File: config.mk
export PLATFORM = sky130hd
export DESIGN_NAME = polygon_area_perimeter_core
export DESIGN_NICKNAME = d
export VERILOG_FILES = /design/src/rtl/core/pap_pkg.sv /design/src/rtl/core/pap_mul.sv /design/src/rtl/core/pap_isqrt.sv /design/src/rtl/core/polygon_area_perimeter_core.sv
export SDC_FILE = /design/constraint.sdc
export NUM_CORES = 1
export LEC_CHECK = 0
export ABC_AREA = 1
export BUFFER_PORTS_ARGS = -buffer_cell sky130_fd_sc_hd__buf_2
export CAP_MARGIN = 20
export CORE_MARGIN = 3
export CORE_UTILIZATION = 65
export CTS_CLUSTER_SIZE = 40
export DETAILED_ROUTE_END_ITERATION = 8
export GPL_TIMING_DRIVEN = 0
export HOLD_SLACK_MARGIN = 0.03
export PLACE_DENSITY = 0.83
export SYNTH_ARGS = -nofsm -noshare
export SYNTH_HDL_FRONTEND = slang
export SYNTH_HIERARCHICAL = 1
export SYNTH_SLANG_ARGS = --single-unit
export TNS_END_PERCENT = 20
File: constraint.sdc
create_clock -name clk -period 8.5 [get_ports clk]
set_clock_uncertainty 0.05 [all_clocks]
set_input_delay 0 -clock clk [delete_from_list [all_inputs] [get_ports clk]]
set_output_delay 0 -clock clk [all_outputs]
set_load 0.1 [all_outputs]
File: src/rtl/core/pap_pkg.sv
// Shared widths and types for the polygon area/perimeter core.
`default_nettype none

package pap_pkg;

  // coordinate and derived arithmetic widths
  localparam int COORD_BITS = 16;
  localparam int DIFF_BITS  = COORD_BITS + 1;
  localparam int PROD_BITS  = 2 * DIFF_BITS;
  localparam int TERM_BITS  = PROD_BITS + 1;

  // accumulator and result widths
  localparam int AREA_BITS = 48;
  localparam int DA_BITS   = 47;
  localparam int LEN_BITS  = 40;

  // stream packing
  localparam int IN_TDATA_W  = 2 * COORD_BITS;
  localparam int OUT_TDATA_W = ((DA_BITS + LEN_BITS + 7) / 8) * 8;

  typedef logic signed [COORD_BITS-1:0] coord_t;
  typedef logic signed [DIFF_BITS-1:0]  diff_t;
  typedef logic [DIFF_BITS-1:0]         mag_t;
  typedef logic [PROD_BITS-1:0]         prod_t;

endpackage

`default_nettype wire

File: src/rtl/core/pap_mul.sv
// Bit-serial unsigned shift-add multiplier, one multiplier bit per cycle.
`default_nettype none

module pap_mul #(
  parameter int W = 17
) (
  input  wire logic           clk,
  input  wire logic           rst_n,
  input  wire logic           start,
  input  wire logic [W-1:0]   a,
  input  wire logic [W-1:0]   b,
  output logic                done,
  output logic [2*W-1:0]      p
);

  localparam int CW = $clog2(W);

  logic [2*W-1:0] p_r;
  logic [W-1:0]   a_r;
  logic [CW-1:0]  cnt_r;
  logic           busy_r;
  logic           done_r;
  logic [W:0]     sum;
  logic [2*W-1:0] p_nxt;

  // add the multiplicand into the high half when the current bit is set
  always_comb begin
    sum   = {1'b0, p_r[2*W-1:W]} + {1'b0, (p_r[0] ? a_r : {W{1'b0}})};
    p_nxt = {sum, p_r[W-1:1]};
  end

  // control
  always_ff @(posedge clk) begin
    if (!rst_n) begin
      busy_r <= 1'b0;
      done_r <= 1'b0;
      cnt_r  <= '0;
    end else begin
      done_r <= 1'b0;
      if (start) begin
        busy_r <= 1'b1;
        cnt_r  <= '0;
      end else if (busy_r) begin
        cnt_r <= cnt_r + 1'b1;
        if (cnt_r == CW'(W - 1)) begin
          busy_r <= 1'b0;
          done_r <= 1'b1;
        end
      end
    end
  end

  // product shift register, multiplier held in the low half
  always_ff @(posedge clk) begin
    if (start) begin
      p_r <= {{W{1'b0}}, b};
      a_r <= a;
    end else if (busy_r) begin
      p_r <= p_nxt;
    end
  end

  assign done = done_r;
  assign p    = p_r;

endmodule

`default_nettype wire

File: src/rtl/core/pap_isqrt.sv
// Digit-serial integer square root: one base-4 digit of the operand per cycle.
`default_nettype none

module pap_isqrt #(
  parameter int FRAC_BITS = 8
) (
  input  wire logic                                       clk,
  input  wire logic                                       rst_n,
  input  wire logic                                       start,
  input  wire pap_pkg::prod_t                             d2,
  output logic                                            done,
  output logic [pap_pkg::PROD_BITS/2 + FRAC_BITS - 1:0]   root
);

  // integer digit pairs, then fraction digits fed with zeros
  localparam int ND   = pap_pkg::PROD_BITS / 2 + FRAC_BITS;
  localparam int RW   = ND;
  localparam int REMW = ND + 2;
  localparam int CW   = $clog2(ND);

  pap_pkg::prod_t  d_r;
  logic [REMW-1:0] rem_r;
  logic [RW-1:0]   root_r;
  logic [CW-1:0]   cnt_r;
  logic            busy_r;
  logic            done_r;

  logic [REMW-1:0] rem_sh;
  logic [REMW-1:0] trial;
  logic            ge;
  logic [REMW-1:0] rem_nxt;
  logic [RW-1:0]   root_nxt;

  // one restoring step
  always_comb begin
    rem_sh   = {rem_r[REMW-3:0], d_r[pap_pkg::PROD_BITS-1 -: 2]};
    trial    = {root_r, 2'b01};
    ge       = (rem_sh >= trial);
    rem_nxt  = ge ? (rem_sh - trial) : rem_sh;
    root_nxt = {root_r[RW-2:0], ge};
  end

  // control
  always_ff @(posedge clk) begin
    if (!rst_n) begin
      busy_r <= 1'b0;
      done_r <= 1'b0;
      cnt_r  <= '0;
    end else begin
      done_r <= 1'b0;
      if (start) begin
        busy_r <= 1'b1;
        cnt_r  <= '0;
      end else if (busy_r) begin
        cnt_r <= cnt_r + 1'b1;
        if (cnt_r == CW'(ND - 1)) begin
          busy_r <= 1'b0;
          done_r <= 1'b1;
        end
      end
    end
  end

  // operand shift register, remainder and root
  always_ff @(posedge clk) begin
    if (start) begin
      d_r    <= d2;
      rem_r  <= '0;
      root_r <= '0;
    end else if (busy_r) begin
      d_r    <= {d_r[pap_pkg::PROD_BITS-3:0], 2'b00};
      rem_r  <= rem_nxt;
      root_r <= root_nxt;
    end
  end

  assign done = done_r;
  assign root = root_r;

endmodule

`default_nettype wire

File: src/rtl/core/polygon_area_perimeter_core.sv
// Top level: streaming shoelace area and perimeter of a polygon.
//
//  channel | direction | tdata fields (low bit up)                    | tlast
//  in_     | slave     | x_coord[15:0], y_coord[31:16]                | last_vertex
//  out_    | master    | double_area[46:0], perimeter_length[86:47]   | -
//
// Each edge runs setup (S_PREP), the bit-serial multipliers (S_MUL), the
// hand-off (S_RST), the digit-serial square root (S_ROOT) and accumulation
// (S_ACC). A vertex is taken in S_IDLE; a middle vertex then runs one edge;
// the last vertex its edge and the closing edge (only the closing edge,
// zero-length, if also the first), then S_EMIT loads the result register.
// Synchronous active-low reset clears the state.
// A result waiting in the output register does not block input; only a
// second result stalls until the first is taken.
`default_nettype none

module polygon_area_perimeter_core #(
  parameter int FRAC_BITS = 8
) (
  input  wire logic                               clk,
  input  wire logic                               rst_n,
  // x_coord [15:0], y_coord [31:16]
  input  wire logic [pap_pkg::IN_TDATA_W-1:0]     in_tdata,
  input  wire logic                               in_tlast,
  input  wire logic                               in_tvalid,
  output logic                                    in_tready,
  // double_area [46:0], perimeter_length [86:47], zero pad [87]
  output logic [pap_pkg::OUT_TDATA_W-1:0]         out_tdata,
  output logic                                    out_tvalid,
  input  wire logic                               out_tready
);

  localparam int ROOT_BITS = pap_pkg::PROD_BITS / 2 + FRAC_BITS;
  localparam int AB        = pap_pkg::AREA_BITS;
  localparam int LB        = pap_pkg::LEN_BITS;
  localparam int DB        = pap_pkg::DA_BITS;
  localparam int TB        = pap_pkg::TERM_BITS;
  localparam int PAD_BITS  = pap_pkg::OUT_TDATA_W - DB - LB;

  typedef enum logic [2:0] {
    S_IDLE,
    S_PREP,
    S_MUL,
    S_RST,
    S_ROOT,
    S_ACC,
    S_EMIT
  } state_t;

  state_t state_r;

  // control and accumulators
  logic                    have_vertex_r;
  logic                    closing_r;
  logic                    pend_close_r;
  logic signed [AB-1:0]    area_r;
  logic [LB-1:0]           len_r;
  logic                    out_valid_r;

  // datapath payload
  pap_pkg::coord_t         first_x_r, first_y_r, prev_x_r, prev_y_r;
  pap_pkg::coord_t         ea_x_r, ea_y_r, eb_x_r, eb_y_r;
  logic                    term_neg_r;
  logic signed [TB-1:0]    term_r;
  logic [DB-1:0]           out_da_r;
  logic [LB-1:0]           out_len_r;

  pap_pkg::coord_t         in_x, in_y;
  logic                    in_fire;
  logic                    emit_fire;

  pap_pkg::diff_t          dx, dy, sy;
  pap_pkg::mag_t           dx_mag, dy_mag, sy_mag;
  pap_pkg::prod_t          p_term, p_xx, p_yy;
  logic                    mul_done;
  logic                    mul_done_term, mul_done_xx, mul_done_yy;
  logic                    mul_start;
  logic                    root_start;
  logic                    root_done;
  logic [ROOT_BITS-1:0]    root;
  pap_pkg::prod_t          d2;

  logic signed [AB:0]      area_sum;
  logic signed [AB-1:0]    area_sat;
  logic [LB:0]             len_sum;
  logic [LB-1:0]           len_sat;
  logic signed [AB-1:0]    area_neg;
  logic [DB-1:0]           area_abs;

  assign in_x      = in_tdata[pap_pkg::COORD_BITS-1:0];
  assign in_y      = in_tdata[pap_pkg::IN_TDATA_W-1:pap_pkg::COORD_BITS];
  assign in_tready = (state_r == S_IDLE);
  assign in_fire   = in_tvalid && in_tready;
  assign emit_fire = (state_r == S_EMIT) && (!out_valid_r || out_tready);

  // edge differences and magnitudes for the multipliers
  always_comb begin
    dx     = pap_pkg::diff_t'(ea_x_r) - pap_pkg::diff_t'(eb_x_r);
    dy     = pap_pkg::diff_t'(ea_y_r) - pap_pkg::diff_t'(eb_y_r);
    sy     = pap_pkg::diff_t'(ea_y_r) + pap_pkg::diff_t'(eb_y_r);
    dx_mag = dx[pap_pkg::DIFF_BITS-1] ? pap_pkg::mag_t'(-dx) : pap_pkg::mag_t'(dx);
    dy_mag = dy[pap_pkg::DIFF_BITS-1] ? pap_pkg::mag_t'(-dy) : pap_pkg::mag_t'(dy);
    sy_mag = sy[pap_pkg::DIFF_BITS-1] ? pap_pkg::mag_t'(-sy) : pap_pkg::mag_t'(sy);
  end

  assign mul_start  = (state_r == S_PREP);
  assign root_start = (state_r == S_RST);
  assign d2         = p_xx + p_yy;
  assign mul_done   = mul_done_term & mul_done_xx & mul_done_yy;

  // shoelace term and the two squares run side by side
  pap_mul #(.W(pap_pkg::DIFF_BITS)) u_mul_term (
    .clk   (clk),
    .rst_n (rst_n),
    .start (mul_start),
    .a     (dx_mag),
    .b     (sy_mag),
    .done  (mul_done_term),
    .p     (p_term)
  );

  pap_mul #(.W(pap_pkg::DIFF_BITS)) u_mul_xx (
    .clk   (clk),
    .rst_n (rst_n),
    .start (mul_start),
    .a     (dx_mag),
    .b     (dx_mag),
    .done  (mul_done_xx),
    .p     (p_xx)
  );

  pap_mul #(.W(pap_pkg::DIFF_BITS)) u_mul_yy (
    .clk   (clk),
    .rst_n (rst_n),
    .start (mul_start),
    .a     (dy_mag),
    .b     (dy_mag),
    .done  (mul_done_yy),
    .p     (p_yy)
  );

  pap_isqrt #(.FRAC_BITS(FRAC_BITS)) u_isqrt (
    .clk   (clk),
    .rst_n (rst_n),
    .start (root_start),
    .d2    (d2),
    .done  (root_done),
    .root  (root)
  );

  // saturating accumulation
  always_comb begin
    area_sum = {area_r[AB-1], area_r} + (AB+1)'(term_r);
    if (area_sum[AB] != area_sum[AB-1]) begin
      area_sat = area_sum[AB] ? {1'b1, {(AB-1){1'b0}}} : {1'b0, {(AB-1){1'b1}}};
    end else begin
      area_sat = area_sum[AB-1:0];
    end
    len_sum = {1'b0, len_r} + (LB+1)'(root);
    len_sat = len_sum[LB] ? {LB{1'b1}} : len_sum[LB-1:0];
  end

  // absolute area, the most negative sum clamps to the positive limit
  always_comb begin
    area_neg = -area_r;
    if (!area_r[AB-1]) begin
      area_abs = area_r[DB-1:0];
    end else if (area_r == {1'b1, {(AB-1){1'b0}}}) begin
      area_abs = {DB{1'b1}};
    end else begin
      area_abs = area_neg[DB-1:0];
    end
  end

  // sequencer, accumulators and output valid
  always_ff @(posedge clk) begin
    if (!rst_n) begin
      state_r       <= S_IDLE;
      have_vertex_r <= 1'b0;
      closing_r     <= 1'b0;
      pend_close_r  <= 1'b0;
      area_r        <= '0;
      len_r         <= '0;
      out_valid_r   <= 1'b0;
    end else begin
      if (emit_fire) begin
        out_valid_r <= 1'b1;
      end else if (out_tready) begin
        out_valid_r <= 1'b0;
      end
      case (state_r)
        S_IDLE: begin
          if (in_fire) begin
            if (have_vertex_r) begin
              closing_r    <= 1'b0;
              pend_close_r <= in_tlast;
              state_r      <= S_PREP;
            end else begin
              have_vertex_r <= 1'b1;
              if (in_tlast) begin
                closing_r    <= 1'b1;
                pend_close_r <= 1'b0;
                state_r      <= S_PREP;
              end
            end
          end
        end
        S_PREP: state_r <= S_MUL;
        S_MUL: begin
          if (mul_done) begin
            state_r <= S_RST;
          end
        end
        S_RST: state_r <= S_ROOT;
        S_ROOT: begin
          if (root_done) begin
            state_r <= S_ACC;
          end
        end
        S_ACC: begin
          area_r <= area_sat;
          len_r  <= len_sat;
          if (closing_r) begin
            state_r <= S_EMIT;
          end else if (pend_close_r) begin
            closing_r    <= 1'b1;
            pend_close_r <= 1'b0;
            state_r      <= S_PREP;
          end else begin
            state_r <= S_IDLE;
          end
        end
        S_EMIT: begin
          if (emit_fire) begin
            area_r        <= '0;
            len_r         <= '0;
            have_vertex_r <= 1'b0;
            closing_r     <= 1'b0;
            state_r       <= S_IDLE;
          end
        end
        default: state_r <= S_IDLE;
      endcase
    end
  end

  // vertex, edge and result payload
  always_ff @(posedge clk) begin
    if (in_fire) begin
      if (have_vertex_r) begin
        ea_x_r <= prev_x_r;
        ea_y_r <= prev_y_r;
      end else begin
        ea_x_r    <= in_x;
        ea_y_r    <= in_y;
        first_x_r <= in_x;
        first_y_r <= in_y;
      end
      eb_x_r   <= in_x;
      eb_y_r   <= in_y;
      prev_x_r <= in_x;
      prev_y_r <= in_y;
    end
    // closing edge runs from the last vertex back to the first
    if ((state_r == S_ACC) && !closing_r && pend_close_r) begin
      ea_x_r <= prev_x_r;
      ea_y_r <= prev_y_r;
      eb_x_r <= first_x_r;
      eb_y_r <= first_y_r;
    end
    if (state_r == S_PREP) begin
      term_neg_r <= dx[pap_pkg::DIFF_BITS-1] ^ sy[pap_pkg::DIFF_BITS-1];
    end
    if (state_r == S_RST) begin
      term_r <= term_neg_r ? -TB'(p_term) : TB'(p_term);
    end
    if (emit_fire) begin
      out_da_r  <= area_abs;
      out_len_r <= len_r;
    end
  end

  assign out_tvalid = out_valid_r;
  assign out_tdata  = {{PAD_BITS{1'b0}}, out_len_r, out_da_r};

endmodule

`default_nettype wire

==> run summary <==
Synth Register Bits = 611
Die H = 260 µm
Fmax = 266 MHz
post-CTS setup buffers = 0
Initial Util = 66.0%
worst skew pair latency = 0.61 ns
share of power burned in registers = 28.5%
maximum vdd drop = 0.318 mV
Final setup violation count = 0
CP Capture Type = flop
number of global-route vias before repair = 36,157
crit path kind = reg -> reg
clock share of power = 17.4%
part of the power in combinational logic = 54.1%
I/O Buffers = 125
Root Buffer = clkbuf_16
synthesized instance count = 5,826
first-pass GRT wire length = 178,000 µm
CP required = 8.73 ns
vias per cell = 5.55
Site Rows = 92
EDFF count, synth = 387
cts bufs inserted = 66
Num Clock Sinks = 611
sw frac = 47.5%
drc violations = 0
Ports = 127
drt first pass iters = 8
drt initial violations = 3,436
Slew @ Worst Pin = 1.10 ns
Slew Viols, Final = 0
largest net degree at the start of global routing = 45
total power = 17,100 µW
Area growth syn-to-layout = 10.8%
Clock Pin Slew Worst Setup and Hold Paths = 0.06 ns
relative slew slack = 26.5%
DR vias = 38,684
Net Switching = 8100 µW
setup TNS = 0 ns
maximum clock path buffer count = 3
Crit Path Max Fanout = 44
# nets final = 6,356
total of max-cap violations = 0
overall routing resource usage = 32.6%
Primary FF master, synth = edfxtp_1
WP data arrival = 3.99 ns
DP Cell Count = 6,806
Die X = 260 µm
Routed Wire Length = 113,000 µm
die area = 67,500 µm²
Unique masters post-synth = 63
crit path time final = 3.75 ns
yosys warns = 6
outcome = complete, no violations
RSZ-0062 raised after global routing = false
post-synthesis sequential area ratio = 38.5%
DP HPWL = 86,300 µm
routed len/inst = 16.2 µm
Pwr Density = 368 nW/µm²
fill count = 5,138
Power Internal = 8960 µW
Async SR Flop Fraction = 0%
TritonCTS clock tree = built
antenna violation net count after detailed routing = 0
Hold Fails Final Rpt = 0
CORE AREA = 63,400 µm²
grt total ovfl = 0
static leakage power = 0.0223 µW
Avg Inst Size Synth = 7.19 µm²
CTS H-tree lvls = 3
initial antenna violation count = 0
Synth Cell Area = 41,900 µm²
fin crit share = 44.2%
Startpoint Class = flop
gp weighted congestion = 1.01
Cell Count, Final, Fillers Out = 6,965
Mapped Nets = 6,117
Tightest Hold Check Type = in -> reg
layout cells sized above 1 = 8.52%
cell families after synthesis:
logic type / synth area share [%]
flops: 38.5
other cells: 0.00895
compound gates: 9.59
simple gates: 31.1
buf+inv: 9.11
xor+xnor: 3.95
fa+ha+maj: 7.75
state kept, by name, indices dropped and copies added, names as in the netlist, 25 cells and up:
register,flops
area_r,48
out_da_r,47
len_r,40
out_len_r,40
term_r,35
u_isqrt/d_r,34
u_mul_term/p,34
u_mul_xx/p,34
u_mul_yy/p,34
u_isqrt/rem_r,25
u_isqrt/root,25
area by class of cell:
type | count | area (µm²) | share of cell area [%]
inverter | 841 | 3160 | 6.80
clock buffer | 82 | 1770 | 3.82
antenna | 1 | 2.50 | 0.00539
multi-input combinational | 4239 | 22000 | 47.4
tap | 846 | 1060 | 2.28
sequential | 611 | 16100 | 34.7
buffer | 135 | 661 | 1.42
clock inverter | 39 | 459 | 0.990
timing repair buffer | 171 | 1190 | 2.57
synthesized netlist by cell type, types with 5 or more instances:
cell,n,share of area [%]
nand3_1,370,4.4
dfxtp_1,224,11
a31oi_1,9,0.13
o21ai_0,189,2.3
nor2_1,523,4.7
nor4_1,17,0.25
buf_6,9,0.24
nor2_2,18,0.27
inv_1,799,7.2
o21ai_1,9,0.11
nor2_4,5,0.13
nand4_1,75,1.1
clkbuf_1,73,0.65
ha_1,245,7.3
nand2_1,1836,16
a21oi_2,35,0.73
o21a_1,12,0.22
nand3b_1,25,0.45
buf_4,5,0.090
or2_2,37,0.55
and2_1,9,0.13
xnor2_1,77,1.6
buf_2,44,0.53
o211ai_1,14,0.25
a21o_1,16,0.29
nor3_2,13,0.31
nand2_2,43,0.64
nand3_2,15,0.36
edfxtp_1,387,28
nor3_1,69,0.82
inv_2,39,0.35
nor3b_1,5,0.090
o22ai_1,28,0.42
a211oi_1,8,0.14
fa_1,9,0.43
xor2_1,112,2.3
or2_1,7,0.10
o21bai_1,27,0.48
or2_0,5,0.075
a21oi_1,346,4.1
placed cells by master, fill, tap and decap left out, drive strengths merged, types with 16 or more instances in the layout:
| cell | count |
|---|---|
| clkinv | 22 |
| clkbuf | 155 |
| a21o | 16 |
| nand4 | 76 |
| nand2 | 1880 |
| dlygate4sd3 | 37 |
| buf | 196 |
| a21oi | 382 |
| xor2 | 112 |
| nand3 | 385 |
| xnor2 | 77 |
| o22ai | 28 |
| edfxtp | 387 |
| o21ai | 199 |
| nor4 | 17 |
| o21bai | 27 |
| nor3 | 84 |
| dfxtp | 224 |
| inv | 843 |
| or2 | 52 |
| nand3b | 25 |
| ha | 245 |
| nor2 | 546 |
power by group through the flow:
stage,clock network [µW],registers (µW),logic [µW]
CTS,2990,4840,9060
detailed placement,0,4890,8970
floorplan,0,4820,6650
global route,3120,4920,10300
finish,2970,4860,9230
global placement,0,4900,8710
worst max-delay path, stage by stage, from the launching register on:
cell      delay (ns)
dfxtp_1         0.34
inv_1           0.08
nor3_1          0.22
clkbuf_1        0.44
nand2_1         0.16
nor2_1          0.61
buf_2           0.42
inv_1           0.21
nand2_2         0.51
buf_12          0.31
timing repair:
item,in CTS,in global routing
resized for setup,0,0
hold buffers,37,0
endpoints found under the hold margin,159,0
path summary, 6_finish.rpt:
check / start / endpoint / slack, ns / cells after the start
max reg2reg: state_r[2] / ea_y_r[6] / 4.75 / 9
max: state_r[2] / ea_y_r[6] / 4.75 / 9
min: in_tdata[12] / first_x_r[12] / 0.08 / 2
min reg2reg: len_r[25] / out_len_r[25] / 0.41 / 0
metal layers:
metal  wire [µm]  track usage (%)  up-vias
met1       47000             42.0    17460
met5           0                0        -
met4        4960             14.5        0
li1            -                -    19342
met2       52200             55.6     1590
met3        8300             3.62      292
per-stage QoR:
stage	setup slack (ns)	hold slack, ns	utilization [%]	area (µm²)
after floorplan	2.55	0.0489	-	41900
after global placement	0.517	0.151	68.7	43600
after detailed placement	4.95	0.155	69.1	43800
after CTS	4.87	0.0469	73.2	46400
after global routing	4.59	0.0700	73.2	46400
final	4.75	0.0774	73.2	46400
Note: power is estimated with default switching activity, not from simulation.
